==> src/spq_pkg.sv <==
// Shared types and constants for the sorted priority task queue.
// Used by every module of the block; depends on nothing.
`timescale 1ns / 1ps
`default_nettype none

package spq_pkg;

  // Field widths of the input and result words.
  localparam int ID_BITS       = 16;
  localparam int PRIORITY_BITS = 8;
  localparam int ACTION_BITS   = 2;
  localparam int STATUS_BITS   = 3;
  localparam int POS_BITS      = 4;

  // Configuration port.
  localparam int CFG_IDX_BITS  = 1;
  localparam int CFG_DATA_BITS = 5;
  localparam int LIMIT_BITS    = 5;

  localparam logic [CFG_IDX_BITS-1:0] CFG_PRIORITY_MODE = 1'd0;
  localparam logic [CFG_IDX_BITS-1:0] CFG_QUEUE_LIMIT   = 1'd1;

  localparam logic                  MODE_RESET  = 1'b1;
  localparam logic [LIMIT_BITS-1:0] LIMIT_RESET = 5'd16;

  // Action codes of the input word.
  localparam logic [ACTION_BITS-1:0] ACT_ADD    = 2'd0;
  localparam logic [ACTION_BITS-1:0] ACT_REMOVE = 2'd1;
  localparam logic [ACTION_BITS-1:0] ACT_LIST   = 2'd2;

  // Status codes of the result word.
  localparam logic [STATUS_BITS-1:0] ST_DONE      = 3'd0;
  localparam logic [STATUS_BITS-1:0] ST_FULL      = 3'd1;
  localparam logic [STATUS_BITS-1:0] ST_NOT_FOUND = 3'd2;
  localparam logic [STATUS_BITS-1:0] ST_ENTRY     = 3'd3;
  localparam logic [STATUS_BITS-1:0] ST_EMPTY     = 3'd4;

  typedef struct packed {
    logic [ACTION_BITS-1:0]   action;
    logic [ID_BITS-1:0]       task_id;
    logic [PRIORITY_BITS-1:0] task_priority;
  } in_word_t;

  typedef struct packed {
    logic [STATUS_BITS-1:0]   status;
    logic [ID_BITS-1:0]       entry_id;
    logic [PRIORITY_BITS-1:0] entry_priority;
    logic [POS_BITS-1:0]      entry_position;
    logic                     last;
  } out_word_t;

  // Operation class decided by the front end.
  typedef enum logic [1:0] {
    OP_ADD,
    OP_REMOVE,
    OP_LIST,
    OP_NOP
  } op_t;

  // One classified word waiting between front and back.
  typedef struct packed {
    op_t                      op;
    logic [ID_BITS-1:0]       task_id;
    logic [PRIORITY_BITS-1:0] task_priority;
  } q_item_t;

  // Command from the sequencer to the entry table.
  typedef struct packed {
    logic                     ins;
    logic                     rem;
    logic                     mode;
    logic [ID_BITS-1:0]       key;
    logic [PRIORITY_BITS-1:0] pri;
  } tbl_cmd_t;

endpackage

`default_nettype wire

==> src/sorted_priority_task_queue.sv <==
// Sorted priority task queue: front queue, sequencer and entry table cells.
// A word accepted into the front queue gives its first result word from the output register.
// Throughput: one add, remove or unused action per cycle while out_stall is low;
// a list walks the stored entries in turn (an empty table gives one EMPTY word).
// Reset clears the entry count, priority_mode to 1 and queue_limit to 16;
// the cells need no clearing pass. Depends on spq_pkg, spq_front, spq_table, spq_back.
`timescale 1ns / 1ps
`default_nettype none

module sorted_priority_task_queue #(
  parameter int DEPTH = 16
) (
  input  wire                               clk,
  input  wire                               rst_n,
  input  wire                               cfg_we,
  input  wire  [spq_pkg::CFG_IDX_BITS-1:0]  cfg_index,
  input  wire  [spq_pkg::CFG_DATA_BITS-1:0] cfg_wdata,
  input  wire                               in_valid,
  output logic                              in_stall,
  input  spq_pkg::in_word_t                 in_word,
  output logic                              out_valid,
  input  wire                               out_stall,
  output spq_pkg::out_word_t                out_word
);
  import spq_pkg::*;

  localparam int AW = $clog2(DEPTH);
  localparam int CW = $clog2(DEPTH + 1);

  logic                     q_valid;
  q_item_t                  q_item;
  logic                     q_pop;
  tbl_cmd_t                 cmd;
  logic [AW-1:0]            rd_addr;
  logic [ID_BITS-1:0]       rd_id;
  logic [PRIORITY_BITS-1:0] rd_pri;
  logic                     found;
  logic [CW-1:0]            count;

  // Accept and classify input words.
  spq_front u_front (
    .clk      (clk),
    .rst_n    (rst_n),
    .in_valid (in_valid),
    .in_stall (in_stall),
    .in_word  (in_word),
    .q_valid  (q_valid),
    .q_item   (q_item),
    .q_pop    (q_pop)
  );

  // Sequence the table and build result words.
  spq_back #(
    .DEPTH (DEPTH)
  ) u_back (
    .clk       (clk),
    .rst_n     (rst_n),
    .cfg_we    (cfg_we),
    .cfg_index (cfg_index),
    .cfg_wdata (cfg_wdata),
    .q_valid   (q_valid),
    .q_item    (q_item),
    .q_pop     (q_pop),
    .cmd       (cmd),
    .rd_addr   (rd_addr),
    .rd_id     (rd_id),
    .rd_pri    (rd_pri),
    .found     (found),
    .count     (count),
    .out_valid (out_valid),
    .out_stall (out_stall),
    .out_word  (out_word)
  );

  // Ordered entry cells.
  spq_table #(
    .DEPTH (DEPTH)
  ) u_table (
    .clk     (clk),
    .rst_n   (rst_n),
    .cmd     (cmd),
    .rd_addr (rd_addr),
    .rd_id   (rd_id),
    .rd_pri  (rd_pri),
    .found   (found),
    .count   (count)
  );

endmodule

`default_nettype wire

==> src/spq_front.sv <==
// Front end: accepts input words, classifies the action and holds them in a
// two-entry queue for the back end. Depends on spq_pkg.
`timescale 1ns / 1ps
`default_nettype none

module spq_front (
  input  wire                 clk,
  input  wire                 rst_n,
  input  wire                 in_valid,
  output logic                in_stall,
  input  spq_pkg::in_word_t   in_word,
  output logic                q_valid,
  output spq_pkg::q_item_t    q_item,
  input  wire                 q_pop
);
  import spq_pkg::*;

  localparam int QDEPTH = 2;
  localparam int QPW    = $clog2(QDEPTH);
  localparam int QFW    = $clog2(QDEPTH + 1);

  q_item_t            slot_r [QDEPTH];
  logic [QPW-1:0]     wptr_r, wptr_nxt;
  logic [QPW-1:0]     rptr_r, rptr_nxt;
  logic [QFW-1:0]     fill_r, fill_nxt;
  logic               push;
  q_item_t            item_new;

  // Classify the incoming action.
  always_comb begin
    item_new.task_id       = in_word.task_id;
    item_new.task_priority = in_word.task_priority;
    unique case (in_word.action)
      ACT_ADD:    item_new.op = OP_ADD;
      ACT_REMOVE: item_new.op = OP_REMOVE;
      ACT_LIST:   item_new.op = OP_LIST;
      default:    item_new.op = OP_NOP;
    endcase
  end

  assign in_stall = (fill_r == QFW'(QDEPTH));
  assign push     = in_valid && !in_stall;
  assign q_valid  = (fill_r != '0);
  assign q_item   = slot_r[rptr_r];

  // Pointer and fill bookkeeping.
  always_comb begin
    wptr_nxt = push ? wptr_r + QPW'(1) : wptr_r;
    rptr_nxt = q_pop ? rptr_r + QPW'(1) : rptr_r;
    fill_nxt = fill_r;
    if (push && !q_pop) begin
      fill_nxt = fill_r + QFW'(1);
    end else if (!push && q_pop) begin
      fill_nxt = fill_r - QFW'(1);
    end
  end

  always_ff @(posedge clk) begin
    if (!rst_n) begin
      wptr_r <= '0;
      rptr_r <= '0;
      fill_r <= '0;
    end else begin
      wptr_r <= wptr_nxt;
      rptr_r <= rptr_nxt;
      fill_r <= fill_nxt;
    end
  end

  // Queue storage carries payload only.
  always_ff @(posedge clk) begin
    if (push) begin
      slot_r[wptr_r] <= item_new;
    end
  end

endmodule

`default_nettype wire

==> src/spq_table.sv <==
// Entry table: a row of id/priority cells that insert or delete one entry per
// cycle by shifting neighbors, plus one read port for listing. Uses spq_pkg.
`timescale 1ns / 1ps
`default_nettype none

module spq_table #(
  parameter int DEPTH = 16
) (
  input  wire                                  clk,
  input  wire                                  rst_n,
  input  spq_pkg::tbl_cmd_t                    cmd,
  input  wire  [$clog2(DEPTH)-1:0]             rd_addr,
  output logic [spq_pkg::ID_BITS-1:0]          rd_id,
  output logic [spq_pkg::PRIORITY_BITS-1:0]    rd_pri,
  output logic                                 found,
  output logic [$clog2(DEPTH+1)-1:0]           count
);
  import spq_pkg::*;

  localparam int CW = $clog2(DEPTH + 1);

  logic [ID_BITS-1:0]       id_r  [DEPTH];
  logic [ID_BITS-1:0]       id_nxt [DEPTH];
  logic [PRIORITY_BITS-1:0] pri_r [DEPTH];
  logic [PRIORITY_BITS-1:0] pri_nxt [DEPTH];
  logic [CW-1:0]            count_r, count_nxt;

  logic [DEPTH-1:0] ge;     // valid cell that stays ahead of a new entry
  logic [DEPTH-1:0] hi;     // some ge cell at this position or behind it
  logic [DEPTH-1:0] match;  // valid cell holding the key
  logic [DEPTH-1:0] pre;    // a match lies strictly ahead of this cell

  // Per-cell compare flags.
  always_comb begin
    for (int i = 0; i < DEPTH; i++) begin
      ge[i]    = (CW'(i) < count_r) && (!cmd.mode || (pri_r[i] >= cmd.pri));
      match[i] = (CW'(i) < count_r) && (id_r[i] == cmd.key);
    end
  end

  // Suffix and prefix OR chains locate the insert and delete points.
  always_comb begin
    hi[DEPTH-1] = ge[DEPTH-1];
    for (int i = DEPTH - 2; i >= 0; i--) begin
      hi[i] = hi[i+1] | ge[i];
    end
    pre[0] = 1'b0;
    for (int i = 1; i < DEPTH; i++) begin
      pre[i] = pre[i-1] | match[i-1];
    end
  end

  assign found = pre[DEPTH-1] | match[DEPTH-1];
  assign count = count_r;
  assign rd_id  = id_r[rd_addr];
  assign rd_pri = pri_r[rd_addr];

  // Next cell contents: insert opens a gap, delete closes one.
  always_comb begin
    for (int i = 0; i < DEPTH; i++) begin
      id_nxt[i]  = id_r[i];
      pri_nxt[i] = pri_r[i];
    end
    if (cmd.ins) begin
      if (!hi[0]) begin
        id_nxt[0]  = cmd.key;
        pri_nxt[0] = cmd.pri;
      end
      for (int i = 1; i < DEPTH; i++) begin
        if (hi[i-1] && !hi[i]) begin
          id_nxt[i]  = cmd.key;
          pri_nxt[i] = cmd.pri;
        end else if (!hi[i-1]) begin
          id_nxt[i]  = id_r[i-1];
          pri_nxt[i] = pri_r[i-1];
        end
      end
    end else if (cmd.rem && found) begin
      for (int i = 0; i < DEPTH - 1; i++) begin
        if (pre[i] || match[i]) begin
          id_nxt[i]  = id_r[i+1];
          pri_nxt[i] = pri_r[i+1];
        end
      end
    end
  end

  // Entry count follows the command.
  always_comb begin
    count_nxt = count_r;
    if (cmd.ins) begin
      count_nxt = count_r + CW'(1);
    end else if (cmd.rem && found) begin
      count_nxt = count_r - CW'(1);
    end
  end

  always_ff @(posedge clk) begin
    if (!rst_n) begin
      count_r <= '0;
    end else begin
      count_r <= count_nxt;
    end
  end

  // Cells carry payload only; unused slots are never read.
  always_ff @(posedge clk) begin
    for (int i = 0; i < DEPTH; i++) begin
      id_r[i]  <= id_nxt[i];
      pri_r[i] <= pri_nxt[i];
    end
  end

endmodule

`default_nettype wire

==> src/spq_back.sv <==
// Back end: configuration registers, the sequencer that drives the entry
// table, and the output word register. Uses spq_pkg.
`timescale 1ns / 1ps
`default_nettype none

module spq_back #(
  parameter int DEPTH = 16
) (
  input  wire                                  clk,
  input  wire                                  rst_n,
  input  wire                                  cfg_we,
  input  wire  [spq_pkg::CFG_IDX_BITS-1:0]     cfg_index,
  input  wire  [spq_pkg::CFG_DATA_BITS-1:0]    cfg_wdata,
  input  wire                                  q_valid,
  input  spq_pkg::q_item_t                     q_item,
  output logic                                 q_pop,
  output spq_pkg::tbl_cmd_t                    cmd,
  output logic [$clog2(DEPTH)-1:0]             rd_addr,
  input  wire  [spq_pkg::ID_BITS-1:0]          rd_id,
  input  wire  [spq_pkg::PRIORITY_BITS-1:0]    rd_pri,
  input  wire                                  found,
  input  wire  [$clog2(DEPTH+1)-1:0]           count,
  output logic                                 out_valid,
  input  wire                                  out_stall,
  output spq_pkg::out_word_t                   out_word
);
  import spq_pkg::*;

  localparam int AW = $clog2(DEPTH);
  localparam int CW = $clog2(DEPTH + 1);
  localparam int LW = (CW > LIMIT_BITS) ? CW : LIMIT_BITS;

  typedef enum logic {
    S_RUN,
    S_LIST
  } state_t;

  state_t                state_r, state_nxt;
  logic [AW-1:0]         idx_r, idx_nxt;
  logic                  mode_r, mode_nxt;
  logic [LIMIT_BITS-1:0] limit_r, limit_nxt;
  logic                  out_valid_r, out_valid_nxt;
  out_word_t             out_word_r, out_word_nxt;
  logic                  out_ok;
  logic                  full;
  logic                  list_last;

  assign out_valid = out_valid_r;
  assign out_word  = out_word_r;
  assign out_ok    = !out_valid_r || !out_stall;

  // Adds are refused at the configured limit or at the table depth.
  assign full = (LW'(count) >= LW'(limit_r)) || (LW'(count) >= LW'(DEPTH));
  assign list_last = ((CW'(idx_r) + CW'(1)) == count);
  assign rd_addr = (state_r == S_LIST) ? idx_r : '0;

  // Configuration writes.
  always_comb begin
    mode_nxt  = mode_r;
    limit_nxt = limit_r;
    if (cfg_we) begin
      unique case (cfg_index)
        CFG_PRIORITY_MODE: mode_nxt  = cfg_wdata[0];
        CFG_QUEUE_LIMIT:   limit_nxt = cfg_wdata[LIMIT_BITS-1:0];
        default: ;
      endcase
    end
  end

  // Sequencer: one word per cycle while out_stall is low, a list walks the table one entry a cycle.
  always_comb begin
    state_nxt     = state_r;
    idx_nxt       = idx_r;
    out_valid_nxt = out_valid_r && out_stall;
    out_word_nxt  = out_word_r;
    q_pop         = 1'b0;
    cmd.ins       = 1'b0;
    cmd.rem       = 1'b0;
    cmd.mode      = mode_r;
    cmd.key       = q_item.task_id;
    cmd.pri       = q_item.task_priority;
    unique case (state_r)
      S_RUN: begin
        if (q_valid && out_ok) begin
          q_pop              = 1'b1;
          out_valid_nxt      = 1'b1;
          out_word_nxt       = '0;
          out_word_nxt.last  = 1'b1;
          unique case (q_item.op)
            OP_ADD: begin
              if (full) begin
                out_word_nxt.status = ST_FULL;
              end else begin
                cmd.ins             = 1'b1;
                out_word_nxt.status = ST_DONE;
              end
            end
            OP_REMOVE: begin
              cmd.rem             = 1'b1;
              out_word_nxt.status = found ? ST_DONE : ST_NOT_FOUND;
            end
            OP_LIST: begin
              if (count == '0) begin
                out_word_nxt.status = ST_EMPTY;
              end else begin
                out_word_nxt.status         = ST_ENTRY;
                out_word_nxt.entry_id       = rd_id;
                out_word_nxt.entry_priority = rd_pri;
                out_word_nxt.last           = (count == CW'(1));
                if (count != CW'(1)) begin
                  state_nxt = S_LIST;
                  idx_nxt   = AW'(1);
                end
              end
            end
            default: begin
              out_word_nxt.status = ST_DONE;
            end
          endcase
        end
      end
      S_LIST: begin
        if (out_ok) begin
          out_valid_nxt               = 1'b1;
          out_word_nxt.status         = ST_ENTRY;
          out_word_nxt.entry_id       = rd_id;
          out_word_nxt.entry_priority = rd_pri;
          out_word_nxt.entry_position = POS_BITS'(idx_r);
          out_word_nxt.last           = list_last;
          idx_nxt                     = idx_r + AW'(1);
          if (list_last) begin
            state_nxt = S_RUN;
          end
        end
      end
      default: state_nxt = S_RUN;
    endcase
  end

  // State and registered outputs.
  always_ff @(posedge clk) begin
    if (!rst_n) begin
      state_r     <= S_RUN;
      idx_r       <= '0;
      mode_r      <= MODE_RESET;
      limit_r     <= LIMIT_RESET;
      out_valid_r <= 1'b0;
    end else begin
      state_r     <= state_nxt;
      idx_r       <= idx_nxt;
      mode_r      <= mode_nxt;
      limit_r     <= limit_nxt;
      out_valid_r <= out_valid_nxt;
    end
    out_word_r <= out_word_nxt;
  end

endmodule

`default_nettype wire
==> config.mk <==
export PLATFORM = sky130hd
export DESIGN_NAME = sorted_priority_task_queue
export DESIGN_NICKNAME = d
export VERILOG_FILES = /design/src/spq_pkg.sv /design/src/sorted_priority_task_queue.sv /design/src/spq_front.sv /design/src/spq_table.sv /design/src/spq_back.sv
export SDC_FILE = /design/constraint.sdc
export NUM_CORES = 2
export LEC_CHECK = 0
export BUFFER_PORTS_ARGS = -buffer_cell sky130_fd_sc_hd__buf_4
export CORE_MARGIN = 2
export CORE_UTILIZATION = 30
export DETAILED_ROUTE_END_ITERATION = 6
export PLACE_DENSITY_LB_ADDON = 0.05
export SETUP_SLACK_MARGIN = 0.1
export SLEW_MARGIN = 30
export SYNTH_ARGS = -nofsm -noshare
export SYNTH_HDL_FRONTEND = slang
export SYNTH_SLANG_ARGS = --single-unit
==> constraint.sdc <==
create_clock -name clk -period 10.1 [get_ports clk]
set_input_delay 2.02 -clock clk [delete_from_list [all_inputs] [get_ports clk]]
set_output_delay 2.02 -clock clk [all_outputs]
set_load 0.02 [all_outputs]
Word-level counts from Yosys, hierarchy flattened
Memories as Yosys holds them, arrays and structs flattened. A register that Yosys moved wholly into a read port is not among the register bits.
Index checks and enable logic that the tools add are counted.
Widths: inputs -> output; s select.
{ "totals": {"ff_bits": 53, "ramBits": 436, "input_bits": 37, "mem_count": 3} }
{ "classes": {"addsub": 8, "magnitude_cmp": 34, "eq_ne": 29, "mux": 142, "n_bitwise": 32, "reduce_logical": 116} }
{ "memory_table": {"columns": ["memory", "depth", "width", "read_ports", "rd_clocked_by_memory_dff", "wr", "line_no", "rtl"], "rows": [
  ["u_table.id_r", 16, 16, 17, 0, 16, "spq_table.sv:22", "logic [ID_BITS-1:0] id_r [DEPTH];"],
  ["u_table.pri_r", 16, 8, 17, 0, 16, "spq_table.sv:24", "logic [PRIORITY_BITS-1:0] pri_r [DEPTH];"],
  ["u_front.slot_r", 2, 26, 1, 1, 1, "spq_front.sv:22", "q_item_t slot_r [QDEPTH];"]
]} }
{ "op_table": {"columns": ["op", "n"], "rows": [
  ["$mux 16", 47],
  ["$mux 240", 2],
  ["$mux 8", 47],
  ["$eq 16x16->1", 16],
  ["$mux 120", 2],
  ["$ge 8x8->1", 16],
  ["$mux 32", 2],
  ["$pmux 32 s2", 1],
  ["$logic_and 1x1->1", 53],
  ["$mux 24", 2],
  ["$lt 4x5->1 const A", 8],
  ["$logic_or 1x1->1", 32],
  ["$or 1x1->1", 30],
  ["$mux 4", 6],
  ["$logic_not 1->1", 21],
  ["$lt 3x5->1 const A", 4],
  ["$mux 1", 20],
  ["$lt 1x5->1 const A", 2],
  ["$lt 2x5->1 const A", 2],
  ["$mux 2", 5],
  ["$mux 5", 2],
  ["$pmux 3 s3", 1],
  ["$pmux 4 s2", 1],
  ["$eq 2x2->1 const B", 3],
  ["other kinds (24)", 36]
]} }

Depth between registers and ports, before layout
An unclocked memory read counts as a cell.
{ "logic_depth": {"ltp_word": 22, "ltp_mapped": 19, "ltp_nobuf": 12} }

Modules after synthesis
Synthesis repeated with hierarchy kept, for this count alone.
{ "unflattened": {"cells_unflattened": 3013, "area_unflattened_um2": 33424.6} }
{ "by_module_without_submodules": {"columns": ["module", "instances", "cells_per_inst", "area_per_inst_um2", "seq_area_each_um2"], "rows": [
  ["spq_table", 1, 2702, 29012.8, 11631.2],
  ["spq_back", 1, 203, 2284.7, 1201.2],
  ["spq_front", 1, 108, 2127.0, 1661.6]
]} }

Worst setup path before layout
No wires, ideal clock.
{ "synth_path": {"kind": "input port to flip-flop", "startpoint": "input port out_stall", "endpoint": "memory u_table.id_r[10][0], enable pin", "arrival_time_ps": 5365, "t_required_ps": 9662, "setup_slack_ps": 4296, "cell_stages": 9, "cell_sequence": "nand2_1 o21ai_0 nand2b_1 or3_1 clkbuf_1 clkbuf_1 clkbuf_1 clkbuf_1 o21ai_0"} }
{ "synth_lines": {"columns": ["item", "line_no", "rtl"], "rows": [
  ["start: declaration", "sorted_priority_task_queue.sv:22", "input wire out_stall,"],
  ["end: declaration", "spq_table.sv:22", null]
]} }

==> summary.md <==
| Metric | Value |
|---|---|
| Crit-path max cell delay | 0.65 ns |
| CTS tree | yes |
| Most common library cell in the layout ignoring fill and taps | sky130_fd_sc_hd__edfxtp_1 |
| Remaining DRCs | 0 |
| Actual slew at the worst max-slew pin | 1.049 ns |
| Via count of the first global-routing pass | 28580 |
| Leading post-synthesis cells by cell area | sky130_fd_sc_hd__edfxtp_1 41%, sky130_fd_sc_hd__mux2i_1 8.8%, sky130_fd_sc_hd__xnor2_1 6.6% |
| Vert. Die Dim | 342.0 um |
| Final setup margin | 3.588 ns |
| Clk pin slew, worst setup/hold paths | 0.06 ns |
| Sequential fraction of the synthesis area | 42.29% |
| Type of the tightest min-delay check | reg2reg |
| Most used routing layer in global routing | met2 |
| Number of enable flip-flop cells after synthesis | 468 |
| Ys flop type | sky130_fd_sc_hd__edfxtp_1 |
| Number of buffers inserted to repair setup after CTS | 0 |
| Cell type with the largest total area after synthesis | sky130_fd_sc_hd__edfxtp_1 |
| Endpoints failing hold | 0 |
| # fillers | 11520 |
| Cts hold-fix bufs | 0 |
| CTS Buffer Depth | 3 |
| Total clock buffers created by CTS | 68 |
| Worst path slowest cell | sky130_fd_sc_hd__o22ai_2 |
| Yosys warning count | 0 |
| Area added between synthesis and finish | 13.07% |
| Proportion of netlist area held by the largest area contributor | 41.01% |
| Required arrival time at the worst endpoint | 10.40 ns |
| Unrepaired setup endpoints after global routing | false |
| Clock network latency to the later pin of the worst-skew pair | 0.64 ns |
| Io pins | 71 |
| Antenna-violating nets left | 0 |
| Logic gate share of total power | 44.0% |
| Leftover overflow at the end of global routing | 0 |
| Post-layout net count | 3593 |
| Starting density of the core | 30.34% |
| Vias after detailed routing | 28940 |
| Number of buffer and inverter instances along the worst setup path | 3 |
| Fin Clk Skew | 0.02588 ns |
| Average cell area after synthesis | 9.893 um2 |
| Endpoints failing setup | 0 |
| Worst hold slack across all endpoints | 0.4605 ns |
| Final Cycle Share | 64.48% |
| Row count | 123 |
| Synth cell types | 84 |
| Post-placement worst setup slack | 3.536 ns |
| Dominant delay contributor by cell family on the critical path | compound AO/OA/AOI/OAI gates |
| Layout cells sized above 1 | 10.89% |
| Internal Pwr Total | 0.005903 W |
| Setup crit end kind | register |
| Initial DRT Pass Iterations | 6 |
| Setup total negative slack | 0 ns |
| PortBufs | 70 |
| Critical setup path kind | reg2reg |
| Proportion of synthesized flip-flops having asynchronous set or reset | 0% |
| Synthesized Nets | 3639 |
| Cell-by-cell trace of the critical path | mux2_2 -> inv_1 -> ha_1 -> a211o_1 -> a21oi_1 -> o21ai_0 -> a21boi_0 -> o22a_1 -> and4_1 -> and4b_2 -> buf_4 -> nand2_1 -> o22ai_2 -> buf_4 |
| Switching share of power | 43.56% |
| Nature of the critical path startpoint | register |
| Result of the run | completed |
| GR Util met3 | 2.907% |
| Clock share of power | 24.5% |
| Total GRT Usage | 24.62% |
| Die footprint | 117000 um2 |
| Maximum clock frequency | 153.6 MHz |
| Die X | 342.0 um |
| GR Util met2 | 40.03% |
| Cell Count, Final, Fillers Out | 4972 |
| Number of DRC markers in iteration 0 | 2757 |
| Tmin final | 6.512 ns |
| Slew Limit Headroom | 29.39% |
| Clock Sink Count | 490 |
| Switching power of the nets | 0.004556 W |
| Power per Cell Area | 269.9 nW/um2 |
| Reg power frac | 31.4% |
| Commonest cells after routing, fill and taps aside | 468 x sky130_fd_sc_hd__edfxtp_1, 428 x sky130_fd_sc_hd__nand2_1, 301 x sky130_fd_sc_hd__mux2i_1 |
| # H-tree levels | 3 |
| Leakage | 13.41 nW |
| VDD IR-drop max | 0.1275 mV |
| Clock Tree Root | sky130_fd_sc_hd__clkbuf_16 |
| Initial antenna violation count | 7 |
| Post-synthesis register bit count | 490 |
| Max-cap viol count | 0 |
| Number of instances in the synthesized netlist | 3464 |
| Total standard cell area after synthesis | 34270 um2 |
| Via-per-instance ratio | 5.821 |
| DP HPWL | 104800 um |
| Wire length reported by the detailed router | 147900 um |
| Cell total after placement | 4848 |
| Arrival time worst endpoint | 6.81 ns |
| Global-route wire length before repair | 210400 um |
| Area of the core | 113000 um2 |
| Largest net degree at the start of global routing | 114 |
| Final number of max-transition violations | 0 |
| Post-CTS Resized | 0 |
| Routed wire length per instance | 29.74 um |
| Final Wtd Congestion | 0.8843 |
| GR Util met1 | 33.90% |
| Highest fanout seen on the critical path | 50 |
| Most repeated library cell on the critical path | sky130_fd_sc_hd__buf_4 |
-- flip-flops by register name (all words and copies together), names as in the netlist, named ones only --
signal            cells
u_back.out_valid      1
u_front.fill_r        2
u_table.pri_r       128
u_front.wptr_r        1
u_back.state_r        1
u_front.rptr_r        1
u_back.mode_r         1
u_back.idx_r          4
u_back.limit_r        5
u_table.count         5
u_back.out_word      32
u_front.slot_r       52
u_table.id_r        256
-- kinds of logic (layout without fill, tap and decap cells) --
group	after synthesis	in the layout	share of synthesized area, %
AND/OR/NAND/NOR	1062	1062	14.60
XOR/XNOR	264	264	6.747
buffers and inverters	337	344	4.231
AO/OA/AOI/OAI	815	815	15.51
flip-flops	490	490	42.29
adder cells (fa/ha/maj)	138	138	5.038
multiplexers	358	358	11.57
other	0	1	0
-- worst paths after layout --
check        depth (start not counted)  slack, ns                           start                              to
max                                 14       3.59                        register   u_table.pri_r[2][2]$_DFFE_PP_
min                                  2       0.46  u_back.limit_r[3]$_SDFFE_PN0P_  u_back.limit_r[3]$_SDFFE_PN0P_
max reg2reg                         14       3.59                        register   u_table.pri_r[2][2]$_DFFE_PP_
min reg2reg                          2       0.46  u_back.limit_r[3]$_SDFFE_PN0P_  u_back.limit_r[3]$_SDFFE_PN0P_
-- cell type report --
type / count / area [um2] / area share (%)
Sequential cell: 490 / 14510 / 37.44
Multi-Input combinational cell: 2637 / 18540 / 47.84
Tap cell: 1500 / 1877 / 4.844
Timing Repair Buffer: 160 / 1285 / 3.316
Clock buffer: 82 / 1861 / 4.802
Antenna cell: 1 / 2.502 / 0.006458
Inverter: 61 / 236.5 / 0.6103
Clock inverter: 41 / 440.4 / 1.137
-- power by group through the flow --
| stage | sequential, W | clock, W | combinational, W |
|---|---|---|---|
| 6_report | 0.00329 | 0.00257 | 0.00461 |
| 5_1_grt | 0.00333 | 0.00270 | 0.00495 |
| 4_1_cts | 0.00329 | 0.00263 | 0.00457 |
| 3_5_place_dp | 0.00333 | 0 | 0.00455 |
| 3_3_place_gp | 0.00332 | 0 | 0.00450 |
| 2_1_floorplan | 0.00319 | 0 | 0.00294 |
-- cells in the mapped netlist (10+ instances only) --
| master | number |
|---|---|
| sky130_fd_sc_hd__edfxtp_1 | 468 |
| sky130_fd_sc_hd__nand2_1 | 430 |
| sky130_fd_sc_hd__mux2i_1 | 303 |
| sky130_fd_sc_hd__xnor2_1 | 257 |
| sky130_fd_sc_hd__o21ai_0 | 229 |
| sky130_fd_sc_hd__clkbuf_1 | 174 |
| sky130_fd_sc_hd__a21oi_1 | 167 |
| sky130_fd_sc_hd__nand3_1 | 146 |
| sky130_fd_sc_hd__nor2_1 | 146 |
| sky130_fd_sc_hd__ha_1 | 138 |
| sky130_fd_sc_hd__nor4_1 | 98 |
| sky130_fd_sc_hd__nor3_1 | 90 |
| sky130_fd_sc_hd__o211ai_1 | 57 |
| sky130_fd_sc_hd__inv_1 | 56 |
| sky130_fd_sc_hd__buf_2 | 51 |
| sky130_fd_sc_hd__o311ai_0 | 50 |
| sky130_fd_sc_hd__a21o_1 | 46 |
| sky130_fd_sc_hd__o22ai_1 | 45 |
| sky130_fd_sc_hd__a221o_1 | 43 |
| sky130_fd_sc_hd__o221ai_1 | 37 |
| sky130_fd_sc_hd__nor2b_1 | 32 |
| sky130_fd_sc_hd__buf_1 | 30 |
| sky130_fd_sc_hd__nand2b_1 | 30 |
| sky130_fd_sc_hd__a211oi_1 | 26 |
| sky130_fd_sc_hd__nand4_1 | 25 |
| sky130_fd_sc_hd__mux2_2 | 24 |
| sky130_fd_sc_hd__a31oi_1 | 23 |
| sky130_fd_sc_hd__dfxtp_1 | 22 |
| sky130_fd_sc_hd__mux4_2 | 17 |
| sky130_fd_sc_hd__a221oi_1 | 16 |
| sky130_fd_sc_hd__o21ai_1 | 16 |
| sky130_fd_sc_hd__o31ai_1 | 13 |
| sky130_fd_sc_hd__buf_4 | 12 |
| sky130_fd_sc_hd__and2_1 | 11 |
| sky130_fd_sc_hd__mux2i_4 | 10 |
-- routing by layer --
| metal | vias up | wire [um] |
|---|---|---|
| met3 | 204 | 7976 |
| met4 | 0 | 4637 |
| li1 | 13000 | - |
| met1 | 14680 | 66770 |
| met5 | - | 0 |
| met2 | 1066 | 68470 |
-- through the flow --
stage                     instance area, um2  power [W]  util, %
after global routing                   38750    0.01097    34.30
after floorplan                        34270   0.006132        -
after CTS                              38740    0.01048    34.29
after global placement                 36310   0.007824    32.14
after detailed placement               36440   0.007873    32.26
final                                  38750    0.01046    34.30
-- tightest hold or removal path: stages, from the launching register on --
cell,delay [ns]
sky130_fd_sc_hd__dfxtp_1,0.31
sky130_fd_sc_hd__nand2_1,0.05
sky130_fd_sc_hd__a21oi_1,0.05
Note: power is estimated with default switching activity, not from simulation.
